`config.mk`:
```
export PLATFORM = sky130hd
export DESIGN_NAME = sorted_median_of_grades_top
export DESIGN_NICKNAME = d
export VERILOG_FILES = /design/src/sv/smg_pkg.sv /design/src/sv/smg_ctrl.sv /design/src/sv/smg_datapath.sv /design/src/sv/sorted_median_of_grades_top.sv
export VERILOG_INCLUDE_DIRS = /design/src /design/src/sv
export SDC_FILE = /design/constraint.sdc
export NUM_CORES = 1
export LEC_CHECK = 0
export BUFFER_PORTS_ARGS = -buffer_cell sky130_fd_sc_hd__buf_2
export CAP_MARGIN = 20
export CORE_UTILIZATION = 60
export DETAILED_ROUTE_END_ITERATION = 16
export HOLD_SLACK_MARGIN = 0.02
export PLACE_DENSITY = 0.76
export SYNTH_ARGS = -nofsm -noshare
export SYNTH_HDL_FRONTEND = slang
export SYNTH_SLANG_ARGS = --single-unit
```
`constraint.sdc`:
```
create_clock -name clock -period 9.5 [get_ports clock]
set_clock_uncertainty 0.2 [all_clocks]
set_input_delay 0 -clock clock [delete_from_list [all_inputs] [get_ports clock]]
set_output_delay 0 -clock clock [all_outputs]
set_load 0.02 [all_outputs]
```
`src/sv/sorted_median_of_grades_top_macros.svh`:
```
// Assertion macros for the sorted median of grades RTL.
`ifndef SORTED_MEDIAN_OF_GRADES_TOP_MACROS_SVH
`define SORTED_MEDIAN_OF_GRADES_TOP_MACROS_SVH

// Same-cycle implication, sampled on clock, off during reset.
`define SMG_ASSERT_NOW(lbl, ante, cons) \
   lbl: assert property (@(posedge clock) disable iff (reset) (ante) |-> (cons)) \
      else $error("smg: same-cycle check failed");

// Next-cycle implication, sampled on clock, off during reset.
`define SMG_ASSERT_NEXT(lbl, ante, cons) \
   lbl: assert property (@(posedge clock) disable iff (reset) (ante) |=> (cons)) \
      else $error("smg: next-cycle check failed");

`endif

```
`src/sv/smg_pkg.sv`:
```
// Shared types and constants for the sorted median of grades block.
package smg_pkg;

   localparam int SMG_MAX_COUNT = 64;
   localparam int GRADE_W       = 9;
   localparam int POS_W         = 7;
   localparam int MED_W         = 10;
   localparam logic [GRADE_W-1:0] GRADE_TOP = 9'd500;

   // controller states
   typedef enum logic [3:0] {
      S_LOAD,
      S_START,
      S_RDI,
      S_INIT,
      S_SCAN,
      S_SWAP,
      S_SWAP2,
      S_MED0,
      S_MED1,
      S_MED2,
      S_EMIT_LD,
      S_EMIT_WAIT
   } ctrl_state_type;

   // read address selection for the grade store
   typedef enum logic [2:0] {
      RD_I,
      RD_FIRST,
      RD_SCAN_NEXT,
      RD_HALF,
      RD_HALF_M1,
      RD_K,
      RD_K_NEXT
   } rd_sel_type;

   typedef struct packed {
      logic       load_en;
      rd_sel_type rd_sel;
      logic       init_pass;
      logic       scan_step;
      logic       wr_pick;
      logic       wr_low;
      logic       cap_med_a;
      logic       cap_med;
      logic       emit_load;
      logic       emit_next;
      logic       run_clear;
   } ctrl_cmd_type;

   typedef struct packed {
      logic n_ge2;
      logic scan_more;
      logic pass_more;
      logic emit_last;
      logic rsp_taken;
   } dp_status_type;

endpackage

```
`src/sv/smg_ctrl.sv`:
```
// Sequencer for load, selection sort, median and result emission.
module smg_ctrl
   import smg_pkg::*;
(
   input  logic          clock,
   input  logic          reset,
   input  logic          req_valid,
   input  logic          req_final_item,
   output logic          req_stall,
   input  dp_status_type status,
   output ctrl_cmd_type  cmd
);

   ctrl_state_type state_ff, state_in;

   // state register
   always_ff @(posedge clock) begin
      if (reset) begin
         state_ff <= S_LOAD;
      end else begin
         state_ff <= state_in;
      end
   end

   // next state
   always_comb begin
      state_in = state_ff;
      case (state_ff)
         S_LOAD: begin
            if (req_valid && req_final_item) state_in = S_START;
         end
         S_START: begin
            state_in = status.n_ge2 ? S_RDI : S_MED0;
         end
         S_RDI:   state_in = S_INIT;
         S_INIT:  state_in = S_SCAN;
         S_SCAN: begin
            if (!status.scan_more) state_in = S_SWAP;
         end
         S_SWAP:  state_in = S_SWAP2;
         S_SWAP2: begin
            state_in = status.pass_more ? S_RDI : S_MED0;
         end
         S_MED0:  state_in = S_MED1;
         S_MED1:  state_in = S_MED2;
         S_MED2:  state_in = S_EMIT_LD;
         S_EMIT_LD: state_in = S_EMIT_WAIT;
         S_EMIT_WAIT: begin
            if (status.rsp_taken) state_in = status.emit_last ? S_LOAD : S_EMIT_LD;
         end
         default: state_in = S_LOAD;
      endcase
   end

   // command outputs
   always_comb begin
      cmd       = '0;
      cmd.rd_sel = RD_I;
      req_stall = 1'b1;
      case (state_ff)
         S_LOAD: begin
            req_stall   = 1'b0;
            cmd.load_en = req_valid;
         end
         S_RDI: cmd.rd_sel = RD_I;
         S_INIT: begin
            cmd.init_pass = 1'b1;
            cmd.rd_sel    = RD_FIRST;
         end
         S_SCAN: begin
            cmd.scan_step = 1'b1;
            cmd.rd_sel    = RD_SCAN_NEXT;
         end
         S_SWAP:  cmd.wr_pick = 1'b1;
         S_SWAP2: cmd.wr_low  = 1'b1;
         S_MED0:  cmd.rd_sel  = RD_HALF;
         S_MED1: begin
            cmd.cap_med_a = 1'b1;
            cmd.rd_sel    = RD_HALF_M1;
         end
         S_MED2: begin
            cmd.cap_med = 1'b1;
            cmd.rd_sel  = RD_K;
         end
         S_EMIT_LD: cmd.emit_load = 1'b1;
         S_EMIT_WAIT: begin
            cmd.rd_sel = RD_K_NEXT;
            if (status.rsp_taken) begin
               cmd.run_clear = status.emit_last;
               cmd.emit_next = !status.emit_last;
            end
         end
         default: begin
            req_stall = 1'b1;
         end
      endcase
   end

endmodule

```
`src/sv/smg_datapath.sv`:
```
// Grade store, sort registers, median and result word registers.
module smg_datapath
   import smg_pkg::*;
#(
   parameter int MAX_COUNT = SMG_MAX_COUNT
)
(
   input  logic                clock,
   input  logic                reset,
   input  logic [GRADE_W-1:0]  req_grade,
   input  ctrl_cmd_type        cmd,
   output dp_status_type       status,
   input  logic                rsp_stall,
   output logic                rsp_valid,
   output logic [POS_W-1:0]    rsp_position,
   output logic [GRADE_W-1:0]  rsp_sorted_grade,
   output logic [MED_W-1:0]    rsp_median_doubled,
   output logic                rsp_end_of_list,
   output logic                rsp_grades_dropped
);

`include "sorted_median_of_grades_top_macros.svh"

   localparam int AW = (MAX_COUNT > 1) ? $clog2(MAX_COUNT) : 1;
   localparam int CW = $clog2(MAX_COUNT + 1);
   localparam int XW = CW + 1;

   logic [GRADE_W-1:0] grade_store_ff [MAX_COUNT];
   logic [GRADE_W-1:0] rd_data_ff;
   logic [AW-1:0]      rd_addr;
   logic               wr_en;
   logic [AW-1:0]      wr_addr;
   logic [GRADE_W-1:0] wr_data;

   logic [CW-1:0]      count_ff, count_in;
   logic               overflow_ff, overflow_in;
   logic [AW-1:0]      i_ff, i_in;
   logic [AW-1:0]      scan_ff, scan_in;
   logic [AW-1:0]      pick_ff, pick_in;
   logic [GRADE_W-1:0] low_ff, low_in;
   logic [GRADE_W-1:0] ival_ff, ival_in;
   logic [GRADE_W-1:0] med_a_ff, med_a_in;
   logic [MED_W-1:0]   med_ff, med_in;
   logic [AW-1:0]      k_ff, k_in;

   logic               rsp_valid_ff, rsp_valid_in;
   logic [POS_W-1:0]   rsp_position_ff, rsp_position_in;
   logic [GRADE_W-1:0] rsp_sorted_grade_ff, rsp_sorted_grade_in;
   logic [MED_W-1:0]   rsp_median_doubled_ff, rsp_median_doubled_in;
   logic               rsp_end_of_list_ff, rsp_end_of_list_in;
   logic               rsp_grades_dropped_ff, rsp_grades_dropped_in;

   logic [GRADE_W-1:0] grade_sat;
   logic [CW-1:0]      half;
   logic [CW-1:0]      k_plus1;
   logic               rsp_taken;

   assign grade_sat = (req_grade > GRADE_TOP) ? GRADE_TOP : req_grade;
   assign half      = count_ff >> 1;
   assign k_plus1   = CW'(k_ff) + CW'(1);
   assign rsp_taken = rsp_valid_ff && !rsp_stall;

   // status back to the sequencer
   always_comb begin
      status.n_ge2     = XW'(count_ff) > XW'(1);
      status.scan_more = (XW'(scan_ff) + XW'(1)) < XW'(count_ff);
      status.pass_more = (XW'(i_ff) + XW'(2)) < XW'(count_ff);
      status.emit_last = (k_plus1 == count_ff);
      status.rsp_taken = rsp_taken;
   end

   // store read address
   always_comb begin
      case (cmd.rd_sel)
         RD_I:         rd_addr = i_ff;
         RD_FIRST:     rd_addr = i_ff + AW'(1);
         RD_SCAN_NEXT: rd_addr = scan_ff + AW'(1);
         RD_HALF:      rd_addr = AW'(half);
         RD_HALF_M1:   rd_addr = AW'(half) - AW'(1);
         RD_K:         rd_addr = k_ff;
         RD_K_NEXT:    rd_addr = k_ff + AW'(1);
         default:      rd_addr = i_ff;
      endcase
   end

   // store write port: load, then the two halves of a swap
   always_comb begin
      wr_en   = 1'b0;
      wr_addr = AW'(count_ff);
      wr_data = grade_sat;
      if (cmd.load_en && (count_ff < CW'(MAX_COUNT))) begin
         wr_en = 1'b1;
      end else if (cmd.wr_pick) begin
         wr_en   = 1'b1;
         wr_addr = pick_ff;
         wr_data = ival_ff;
      end else if (cmd.wr_low) begin
         wr_en   = 1'b1;
         wr_addr = i_ff;
         wr_data = low_ff;
      end
   end

   // grade store, one write and one registered read per cycle
   always_ff @(posedge clock) begin
      if (wr_en) grade_store_ff[wr_addr] <= wr_data;
      rd_data_ff <= grade_store_ff[rd_addr];
   end

   // next values of the working registers
   always_comb begin
      count_in    = count_ff;
      overflow_in = overflow_ff;
      i_in        = i_ff;
      scan_in     = scan_ff;
      pick_in     = pick_ff;
      low_in      = low_ff;
      ival_in     = ival_ff;
      med_a_in    = med_a_ff;
      med_in      = med_ff;
      k_in        = k_ff;

      if (cmd.load_en) begin
         if (count_ff < CW'(MAX_COUNT)) count_in = count_ff + CW'(1);
         else                           overflow_in = 1'b1;
      end
      // pass start: current minimum is store[i]
      if (cmd.init_pass) begin
         low_in  = rd_data_ff;
         ival_in = rd_data_ff;
         pick_in = i_ff;
         scan_in = i_ff + AW'(1);
      end
      // data holds store[scan]
      if (cmd.scan_step) begin
         if (rd_data_ff < low_ff) begin
            low_in  = rd_data_ff;
            pick_in = scan_ff;
         end
         scan_in = scan_ff + AW'(1);
      end
      if (cmd.wr_low) i_in = i_ff + AW'(1);
      if (cmd.cap_med_a) med_a_in = rd_data_ff;
      // even count sums the middle pair, odd doubles the middle
      if (cmd.cap_med) begin
         if (!count_ff[0]) med_in = {1'b0, med_a_ff} + {1'b0, rd_data_ff};
         else              med_in = {med_a_ff, 1'b0};
      end
      if (cmd.emit_next) k_in = k_ff + AW'(1);
      if (cmd.run_clear) begin
         count_in    = '0;
         overflow_in = 1'b0;
         i_in        = '0;
         k_in        = '0;
      end
   end

   // result word register
   always_comb begin
      rsp_valid_in          = rsp_valid_ff;
      rsp_position_in       = rsp_position_ff;
      rsp_sorted_grade_in   = rsp_sorted_grade_ff;
      rsp_median_doubled_in = rsp_median_doubled_ff;
      rsp_end_of_list_in    = rsp_end_of_list_ff;
      rsp_grades_dropped_in = rsp_grades_dropped_ff;
      if (rsp_taken) rsp_valid_in = 1'b0;
      if (cmd.emit_load) begin
         rsp_valid_in          = 1'b1;
         rsp_position_in       = POS_W'(k_plus1);
         rsp_sorted_grade_in   = rd_data_ff;
         rsp_median_doubled_in = med_ff;
         rsp_end_of_list_in    = status.emit_last;
         rsp_grades_dropped_in = overflow_ff;
      end
   end

   // control registers
   always_ff @(posedge clock) begin
      if (reset) begin
         count_ff     <= '0;
         overflow_ff  <= 1'b0;
         i_ff         <= '0;
         k_ff         <= '0;
         rsp_valid_ff <= 1'b0;
      end else begin
         count_ff     <= count_in;
         overflow_ff  <= overflow_in;
         i_ff         <= i_in;
         k_ff         <= k_in;
         rsp_valid_ff <= rsp_valid_in;
      end
   end

   // payload registers
   always_ff @(posedge clock) begin
      scan_ff               <= scan_in;
      pick_ff               <= pick_in;
      low_ff                <= low_in;
      ival_ff               <= ival_in;
      med_a_ff              <= med_a_in;
      med_ff                <= med_in;
      rsp_position_ff       <= rsp_position_in;
      rsp_sorted_grade_ff   <= rsp_sorted_grade_in;
      rsp_median_doubled_ff <= rsp_median_doubled_in;
      rsp_end_of_list_ff    <= rsp_end_of_list_in;
      rsp_grades_dropped_ff <= rsp_grades_dropped_in;
   end

   assign rsp_valid          = rsp_valid_ff;
   assign rsp_position       = rsp_position_ff;
   assign rsp_sorted_grade   = rsp_sorted_grade_ff;
   assign rsp_median_doubled = rsp_median_doubled_ff;
   assign rsp_end_of_list    = rsp_end_of_list_ff;
   assign rsp_grades_dropped = rsp_grades_dropped_ff;

   // fill count never passes capacity
   `SMG_ASSERT_NOW(a_count_range, 1'b1, count_ff <= CW'(MAX_COUNT))
   // results leave in ascending order
   `SMG_ASSERT_NOW(a_sorted_order, cmd.emit_load && (k_ff != '0), rd_data_ff >= rsp_sorted_grade_ff)
   // the last word of a run empties the store for the next run
   `SMG_ASSERT_NEXT(a_run_clear, rsp_taken && rsp_end_of_list_ff, (count_ff == '0) && !overflow_ff)

endmodule

```
`src/sv/sorted_median_of_grades_top.sv`:
```
// Top level of the sorted median of grades block.
// Grades load one word per cycle into a MAX_COUNT-entry store; grades past
// capacity are dropped and flagged. The word marked final is taken too, then
// the input stalls while the store is sorted by selection sort over its single
// read port and the median is found. Each sorted grade then leaves as one
// result word, the next only once the one before is taken. Input is taken
// again once the last word is gone.
module sorted_median_of_grades_top
   import smg_pkg::*;
#(
   parameter int MAX_COUNT = SMG_MAX_COUNT
)
(
   input  logic                clock,
   input  logic                reset,
   input  logic                req_valid,
   output logic                req_stall,
   input  logic [GRADE_W-1:0]  req_grade,
   input  logic                req_final_item,
   output logic                rsp_valid,
   input  logic                rsp_stall,
   output logic [POS_W-1:0]    rsp_position,
   output logic [GRADE_W-1:0]  rsp_sorted_grade,
   output logic [MED_W-1:0]    rsp_median_doubled,
   output logic                rsp_end_of_list,
   output logic                rsp_grades_dropped
);

   ctrl_cmd_type  cmd;
   dp_status_type status;

   smg_ctrl u_ctrl (
      .clock          (clock),
      .reset          (reset),
      .req_valid      (req_valid),
      .req_final_item (req_final_item),
      .req_stall      (req_stall),
      .status         (status),
      .cmd            (cmd)
   );

   smg_datapath #(
      .MAX_COUNT (MAX_COUNT)
   ) u_datapath (
      .clock              (clock),
      .reset              (reset),
      .req_grade          (req_grade),
      .cmd                (cmd),
      .status             (status),
      .rsp_stall          (rsp_stall),
      .rsp_valid          (rsp_valid),
      .rsp_position       (rsp_position),
      .rsp_sorted_grade   (rsp_sorted_grade),
      .rsp_median_doubled (rsp_median_doubled),
      .rsp_end_of_list    (rsp_end_of_list),
      .rsp_grades_dropped (rsp_grades_dropped)
   );

endmodule
```
## Yosys cells after proc, flatten, opt, wreduce, memory -nomap -nowiden

Memory sizes are Yosys's and may differ from the RTL's. A register that Yosys moved wholly into a read port is not among the register bits.
Index checks and enable logic that the tools add are counted.

| word-level totals | value |
|---|---|
| output and inout bits | 30 |
| bits in writable memories | 576 |
| memories | 1 |
| flip-flop bits (word level) | 102 |
| input port bits | 14 |
| word-level logic and storage cells | 111 |

| operators by class | value |
|---|---|
| muxes and demuxes | 43 |
| reductions and logical operators | 12 |
| $add $sub $neg | 9 |
| $lt $le $gt $ge | 6 |
| equal/unequal tests | 21 |
| bitwise gates (word level) | 1 |

Memories:

| name | depth | bits a word | rd ports | clocked after memory_dff | wr ports | line | RTL |
|---|---|---|---|---|---|---|---|
| u_datapath.grade_store_ff | 64 | 9 | 1 | 1 | 1 | smg_datapath.sv:28 | `logic [GRADE_W-1:0] grade_store_ff [MAX_COUNT];` |

Operators with widths:

| operator | count |
|---|---|
| two-way mux 9 bit | 7 |
| two-way mux 6 bit | 8 |
| case mux 4 bit (12 select lines) | 1 |
| case mux 6 bit (6 select lines) | 1 |
| adder 6 x 1 -> 6 bit (second input constant) | 3 |
| case mux 3 bit (6 select lines) | 1 |
| == test 4 x 3 -> 1 bit (second input constant) | 4 |
| == test 4 bit (second input constant) | 4 |
| < comparator 8 x 7 -> 1 bit | 2 |
| two-way mux 1 bit | 16 |
| two-way mux 4 bit | 4 |
| adder 6 x 1 -> 7 bit (second input constant) | 2 |
| adder 9 x 9 -> 10 bit | 1 |
| two-way mux 10 bit | 1 |
| == test 3 bit (second input constant) | 3 |
| > comparator 9 bit (second input constant) | 1 |
| < comparator 9 bit | 1 |
| == test 4 x 2 -> 1 bit (second input constant) | 2 |
| adder 6 x 2 -> 7 bit (second input constant) | 1 |
| adder 7 x 1 -> 7 bit (second input constant) | 1 |
| == test 7 bit | 1 |
| > comparator 7 x 1 -> 1 bit (second input constant) | 1 |
| < comparator 7 bit (second input constant) | 1 |
| == test 3 x 2 -> 1 bit (second input constant) | 2 |
| 15 further kinds | 23 |

## Longest topological paths before layout

Gate-level depths: netlist (run 1).

| depth | value |
|---|---|
| depth in word-level cells | 7 |
| depth in mapped cells | 17 |
| depth with buffers taken out | 13 |

## Cells and area by module

A second synthesis (run 1) with hierarchy kept.

| second synthesis, totals | value |
|---|---|
| cell total of the unflattened synthesis | 1819 |
| area total of the unflattened synthesis | 28797.6 um^2 |

By module, submodules not included:

| module | times used | cells an instance | area an instance (um^2) | seq. area each (um^2) |
|---|---|---|---|---|
| smg_datapath | 1 | 1766 | 28416.0 | 20059.2 |
| smg_ctrl | 1 | 53 | 381.6 | 80.1 |

## Worst setup path before layout (run 1)

OpenSTA, ideal clock, no wires.

| timing | value |
|---|---|
| path kind | register -> register |
| start | reg u_ctrl.state_ff[0] |
| end | mem u_datapath.grade_store_ff[0][2], data pin |
| required time | 8598 ps |
| setup time | 702 ps |
| cell stages (with the launch flop) | 8 |
| clock period less this slack | 4694 ps |
| path slack | 4806 ps |
| buffers on the path | 3 |
| arrival | 3792 ps |
| cell sequence | dfxtp_1 buf_6 buf_4 buf_2 nor2_1 nand3_1 nand2_1 o21ai_0 |

| between the ends | value |
|---|---|
| word-level cells in the longest chain between the ends | 5 |
| elaborated cells on any way between the ends | 10 |
| classes of those cells | 2 x eq/ne; 6 x mux; 2 x reduce/logical |

Ends and longest elaborated chain:

| item | line | RTL |
|---|---|---|
| start: declaration | smg_ctrl.sv:14 | `ctrl_state_type state_ff, state_in;` |
| start signal: assignment | smg_ctrl.sv:21 | `state_ff <= state_in;` |
| == test 4 x 3 -> 1 bit | smg_ctrl.sv:60 | `case (state_ff)` |
| two-way mux 1 bit | smg_ctrl.sv:60 |  |
| two-way mux 9 bit | smg_datapath.sv:97 | `end else if (cmd.wr_low) begin` |
| two-way mux 9 bit | smg_datapath.sv:93 | `end else if (cmd.wr_pick) begin` |
| two-way mux 9 bit * | smg_datapath.sv:91 | `if (cmd.load_en && (count_ff < CW'(MAX_COUNT))) begin` |
| net u_datapath.wr_data[2] | smg_datapath.sv:33 | `logic [GRADE_W-1:0] wr_data;` |
| end: declaration | smg_datapath.sv:28 |  |

Mark *: on every way through the listed nets, which the timed path passes. The rest lies on a longest branch.

## Final worst setup path (run 1)

| timing | value |
|---|---|
| start | reg u_ctrl.state_ff[1] |
| end | reg u_datapath.rd_data_ff[6] (read register of u_datapath.grade_store_ff) |

| between the ends | value |
|---|---|
| word-level cells in the longest chain between the ends | 4 |
| elaborated cells on any way between the ends | 14 |
| classes of those cells | 12 x eq/ne; 2 x mux |

Ends and longest elaborated chain:

| item | line | RTL |
|---|---|---|
| == test 4 bit (tied with other cells) | smg_ctrl.sv:60 |  |
| case mux 3 bit (6 select lines) * | smg_ctrl.sv:60 |  |
| == test 3 bit (tied with other cells) | smg_datapath.sv:74 | `case (cmd.rd_sel)` |
| case mux 6 bit (6 select lines) * | smg_datapath.sv:74 |  |
| end: declaration | smg_datapath.sv:29 | `logic [GRADE_W-1:0] rd_data_ff;` |

Mark *: on every way between the ends. The rest lies on a longest branch, timed or not.
A chain may end at the register's enable or synchronous reset.

==> flow_summary.yaml, run 1 <==
critical_path:
  crit_arrival_ns: 5.56
  startpoint: "u_ctrl.state_ff[1]$_SDFFE_PP0P_"
  slowest_stage: "dfxtp_1"
  regToRegStartpoint: "u_ctrl.state_ff[1]$_SDFFE_PP0P_"
  end_kind: "flip-flop"
  crit_cells: 11
  worstSetupPathType: "reg -> reg"
  cp_top_family: "compound AO/OA/AOI/OAI gates"
  reg2reg_to: "u_datapath.rd_data_ff[6]$_DFF_P_"
  cp_data_required_time_ns: 9.79
  ff2ff_path_depth: 11
  crit_chain: "nand2_1, a211oi_1, o32ai_2, nand2_8, buf_4, mux4_2, nor2_1, a31oi_1, o21ai_0, o21a_1, nor3_1"
  path_buf_inv: 1
  start_kind: "flip-flop"
  worstPathMaxFanout: 97
  cpPeakStageDelay_ns: 0.98
  crit_path_end: "u_datapath.rd_data_ff[6]$_DFF_P_"
  ff2ff_setup_slack_ns: 4.22
placed_design:
  placed_cell_area_um2: 29700
  place_congestion: 0.916
  dp_hpwl_um: 42800
  port_buffers: 43
  place_inst: 2764
yosys:
  synth.avg_cell_area_um2: 13.1
  synthMostInstantiatedCell: "edfxtp_1"
  netlist_area_um2: 29000
  syn_inst: 2209
  yosysSeqAreaShare_pct: 69.5
  synth_enable_flop_cells: 638
  yosys.area.top_type_share_pct: 66.1
  synth_nets: 2262
  yosysWarnings: 0
  yosys-top-cells-area: "edfxtp_1, nand2_1, dfxtp_1"
  synthFlopType: "edfxtp_1"
  ys_seq_elements: 687
  ys_types: 72
  synth_top_area_cell: "edfxtp_1"
  synthTopCellsByCount: "edfxtp_1, nand2_1, nand3_1"
  synthArstFlopShare_pct: 0
detailed_routing:
  drc: 0
  wirelength_um: 72800
  drt_iter0_drc: 2478
  ant_nets: 0
  drtPass1Iterations: 6
  wl_per_cell_um: 25.1
  via_per_inst: 6.46
  vias: 18700
power:
  clockPowerShare_pct: 27.5
  switching_power_w: 0.00343
  seqPwrFrac_pct: 39.4
  p_sw_share_pct: 35.9
  combPwrFrac_pct: 33.1
  p_leak_nw: 11.0
  p_per_area_nw_per_um2: 299
  vdd_drop_max_mv: 0.285
  p_int_w: 0.00613
clocking:
  cts_buffers: 70
  path_clk_slew_ns: 0.06
  cts_root_buf: "clkbuf_16"
  post_cts_resized: 0
  cts.sinks: 687
  clock_latency_ns: 0.61
  cts_tree: "yes"
  clockBufferDepth: 3
  htree_levels: 3
sta:
  max-slew-margin-rel_pct: 32.2
  rsz0062_at_grt: "false"
  drv_slew: 0
  worstMarginPinSlew_ns: 1.02
  setup_viol: 0
  fin_crit_ns: 5.28
  report.final.hold_viol_count: 0
  max_freq_mhz: 189
  period_share_pct: 55.6
  fin_tns_setup_ns: 0
die:
  die_area_um2: 49200
  start_util_pct: 60.7
  row_count: 80
  coreArea_um2: 47700
  io_pins: 44
  die-height_um: 222
  die_w_um: 222
worst_hold_path:
  hp-class: "in -> reg"
grt:
  grt_use_total_pct: 29.7
  grt_antenna_before_repair: 0
  grt_max_degree: 152
  grt_pass1_wl_um: 110000
  overflow: 0
  grt_pass1_vias: 18000
layout:
  fin_area_um2: 31900
  drive_gt1_share_pct: 11.0
  diodes: 0
  nets: 2284
  finalNonFillerCells: 2900
  area_growth_pct: 10.2
flow_run:
  drv_cap: 0
status:
  status: "completed"
-- metrics by stage --
| step | hold slack [ns] | utilization, % | power [W] | worst slack, ns |
|---|---|---|---|---|
| global placement | 0.0708 | 62.1 | 0.00682 | 4.31 |
| floorplan | -0.0553 | - | 0.00593 | 4.81 |
| detailed placement | 0.0874 | 62.2 | 0.00692 | 4.29 |
| finish | 0.0181 | 66.9 | 0.00956 | 4.22 |
| CTS | 0.0319 | 66.9 | 0.00952 | 4.29 |
| global route | 0.0541 | 66.9 | 0.00990 | 3.93 |
-- how the worst min path moves through the flow --
stage / startpoint / depth (start not counted) / endpoint / slack [ns]
after floorplan: rsp_stall / 2 / u_datapath.rsp_valid$_SDFFE_PP0P_ / -0.06
after global placement: rsp_stall / 3 / u_datapath.rsp_valid$_SDFFE_PP0P_ / 0.07
after detailed placement: rsp_stall / 3 / u_datapath.rsp_valid$_SDFFE_PP0P_ / 0.09
after CTS: reset / 3 / u_ctrl.state_ff[2]$_SDFFE_PP0P_ / 0.03
after global routing: reset / 3 / u_ctrl.state_ff[2]$_SDFFE_PP0P_ / 0.05
final: req_grade[6] / 4 / u_datapath.grade_store_ff[30][6]$_DFFE_PP_ / 0.02
-- area by class of cell --
type,instances,area [µm²]
Sequential cell,687,20100
Fill cell,3256,15800
Multi-Input combinational cell,1351,8180
Clock buffer,93,1970
Tap cell,615,769
Timing Repair Buffer,79,536
Clock inverter,33,198
Inverter,42,158
-- registers in the layout, indices dropped and copies added (netlist names) --
register                       flops
u_datapath.grade_store_ff        576
u_datapath.rsp_sorted_grade        9
u_datapath.med_ff                 10
u_datapath.scan_ff                 6
u_datapath.rsp_position            7
u_datapath.overflow_ff             1
u_datapath.i_ff                    6
u_datapath.count_ff                7
u_datapath.rsp_valid               1
u_datapath.k_ff                    6
u_datapath.ival_ff                 9
u_datapath.rsp_grades_dropped      1
u_datapath.med_a_ff                9
u_datapath.rsp_end_of_list         1
u_datapath.pick_ff                 6
u_datapath.rsp_median_doubled     10
u_ctrl.state_ff                    4
u_datapath.rd_data_ff              9
u_datapath.low_ff                  9
-- cells in the final DEF, fill, tap and decap left out, drive strengths merged, types with 18 or more instances in the layout --
cell,count
buf,69
o21ai,26
a311oi,28
nand3,164
inv,44
edfxtp,638
nor2,126
clkinv,29
a21oi,56
a31oi,55
and3,40
dfxtp,49
xnor2,30
mux2i,34
mux4,32
clkbuf,93
nand2,500
a22oi,18
ha,38
o22ai,26
-- power groups by stage --
stage	Sequential (W)	Combinational, W	Clock (W)
after detailed placement	0.00382	0.00310	0
after global routing	0.00377	0.00338	0.00275
after global placement	0.00381	0.00301	0
after CTS	0.00375	0.00312	0.00264
after floorplan	0.00373	0.00219	0
final	0.00376	0.00317	0.00263
-- worst register-to-register path, stage by stage (launching register included) --
cell and delay [ns]:
dfxtp_1 0.98, nand2_1 0.33, a211oi_1 0.39, o32ai_2 0.25, nand2_8 0.55, buf_4 0.84
mux4_2 0.66, nor2_1 0.11, a31oi_1 0.12, o21ai_0 0.40, o21a_1 0.26, nor3_1 0.09
-- repair_timing --
item                                    4_1_cts  5_1_grt
setup buffers                                 0        0
hold buffers                                 10        0
hold endpoints to repair                     31        0
endpoints found under the setup margin        0        0
-- per-layer routing --
metal / routed length (µm) / track usage (%)
met4: 2990 / 12.4
met3: 7520 / 5.74
met1: 28100 / 41.5
met2: 34200 / 46.3
met5: 0 / 0
-- logic make-up (layout without fill, tap and decap cells) --
| group | count (synthesis) | in the layout | synth area share [%] |
|---|---|---|---|
| and+or+nand+nor | 902 | 902 | 13.6 |
| DFF | 687 | 687 | 69.5 |
| AOI/OAI and AO/OA | 290 | 290 | 7.12 |
| buffers and inverters | 171 | 247 | 2.69 |
| muxes | 75 | 75 | 4.01 |
| xor gates and xnor gates | 45 | 45 | 1.36 |
| adders and majority gates | 39 | 39 | 1.71 |
No activity file was read; power rests on OpenSTA's default activity.
==> run 2, diff against run 1 <==
- CORE_UTILIZATION: 60 -> 57
- clock period: 9.5 -> 4.8 ns (I/O delays scaled with it)
==> run 2 against run 1 <==
Fmax grew 23%. Final area is 3.2% higher. Via count grew 3.6%. Non-clock buffer count grew 107. Count of clock-buffer cells in the layout decreased by 1. Sequential share of layout area down 1.9 points. Critical endpoint is now u_datapath.rd_data_ff[8]$_DFF_P_. Largest power group unchanged.
==> flow_summary.yaml, run 2 (synthesized netlist as in run 1, its figures left out) <==
layout:
  area_growth_pct: 13.7
  largest_register_ffs: 576
  multi_input_area_um2: 8170
  final_common_cell: "edfxtp_1"
  regArea_um2: 20100
  fin_area_um2: 33000
  drive_gt1_share_pct: 14.5
  diodes: 0
  regMostFlops: "u_datapath.grade_store_ff"
  final_cell_mix: "edfxtp_1, nand2_1, nand3_1, nor2_1, buf_4"
  nets: 2391
  fillers: 3472
clocking:
  cts_root_buf: "clkbuf_16"
  clock_latency_ns: 0.61
  hold_buffers: 15
  clockBufferDepth: 3
  cts.sinks: 687
  path_clk_slew_ns: 0.06
  htree_levels: 3
  cts_buffers: 70
  post_cts_resized: 0
  cts_setup_buffers: 0
  cts_tree: "yes"
sta:
  fin_crit_ns: 4.30
  rsz0062_at_grt: "false"
  drv_slew: 0
  setup_viol: 0
  max_freq_mhz: 232
  period_share_pct: 89.6
  fin_tns_setup_ns: 0
  report.final.hold_viol_count: 0
  worstMarginPinSlew_ns: 1.09
  holdWs_ns: 0.0502
  max-slew-margin-rel_pct: 27.0
critical_path:
  worstSetupPathType: "reg -> reg"
  cp_data_required_time_ns: 5.14
  worstPathMaxFanout: 46
  end_kind: "flip-flop"
  crit_arrival_ns: 4.65
  start_kind: "flip-flop"
power:
  p_int_w: 0.0124
  combPwrFrac_pct: 34.1
  switching_power_w: 0.00687
  seqPwrFrac_pct: 38.7
  p_leak_nw: 11.6
  p_sw_share_pct: 35.6
  total_power_w: 0.0193
  p_per_area_nw_per_um2: 585
  clockPowerShare_pct: 27.2
  vdd_drop_max_mv: 0.451
die:
  row_count: 82
  io_pins: 44
  die-height_um: 228
  die_area_um2: 51800
  die_w_um: 228
  start_util_pct: 57.8
  coreArea_um2: 50200
grt:
  grt_pass1_vias: 18700
  grt_pass1_wl_um: 114000
  grt_use_total_pct: 29.8
  grt_max_degree: 87
  grt_antenna_before_repair: 1
  overflow: 0
detailed_routing:
  drt_iter0_drc: 2709
  drtPass1Iterations: 6
  ant_nets: 0
  wl_per_cell_um: 24.6
  via_per_inst: 6.33
  drc: 0
  vias: 19400
  wirelength_um: 75500
placed_design:
  place_congestion: 0.972
  placed_cell_area_um2: 30600
  dp_hpwl_um: 47800
  port_buffers: 43
status:
  status: "completed"
flow_run:
  drv_cap: 0
worst_hold_path:
  hp-class: "in -> reg"
==> run 2: cell count changes in the layout (fill, tap and decap cells not counted) <==
cell           delta
buf_4            +93
buf_12            +9
clkinv_1          +7
dlygate4sd3_1     +5
clkinv_2          -4
bufinv_16         +1
clkbuf_1          -1
clkinvlp_4        -1
nor3_1            +1
nor3_2            -1
==> run 2: per-stage QoR <==
step,setup WS (ns),utilization [%],cells
floorplan,0.106,-,2209
global placement,0.659,61.0,2922
detailed placement,0.628,61.0,2923
CTS,0.621,65.7,3066
global route,0.333,65.7,3066
finish,0.497,65.7,3066
==> run 2: layout make-up <==
type | instances | area share, %
Sequential cell | 687 | 61.1
Clock inverter | 36 | 0.687
Inverter | 42 | 0.478
Tap cell | 672 | 2.55
Clock buffer | 92 | 5.98
Timing Repair Buffer | 186 | 4.44
Multi-Input combinational cell | 1351 | 24.8
==> run 2: power groups by stage <==
stage	clock [W]	combinational, W	sequential (W)
after floorplan	0	0.00434	0.00738
after global placement	0	0.00628	0.00756
after detailed placement	0	0.00642	0.00757
after CTS	0.00530	0.00649	0.00745
after global routing	0.00552	0.00701	0.00748
final	0.00525	0.00658	0.00746
==> run 2: layer usage <==
metal  vias up  part of all wire, %  GRT usage (%)
li1       8449                    -              -
met1      9473                   38           40.7
met2      1250                   47           47.0
met3       229                   11           6.08
met4         0                  4.3           12.6
met5         -                    0              0
==> run 2: final timing paths <==
path,start,endpoint,slack (ns),cells past startpoint
setup reg to reg,u_ctrl.state_ff[1]$_SDFFE_PP0P_,u_datapath.rd_data_ff[8]$_DFF_P_,0.50,11
hold / removal,reset,u_datapath.k_ff[1]$_SDFFE_PP0P_,0.05,3
hold reg to reg,u_datapath.med_ff[5]$_DFFE_PP_,u_datapath.rsp_median_doubled[5]$_DFFE_PP_,0.22,0
setup / recovery,u_ctrl.state_ff[1]$_SDFFE_PP0P_,u_datapath.rd_data_ff[8]$_DFF_P_,0.50,11
==> run 2: critical path, stage by stage (launching register included) <==
cell       delay [ns]
dfxtp_1          0.78
nor2b_1          0.39
a31oi_1          0.18
o32ai_2          0.36
and2_4           0.57
buf_4            0.55
nand2_1          0.14
a31oi_1          0.22
a211oi_1         0.09
a311oi_1         0.48
nand2_1          0.12
a2bb2oi_2        0.13
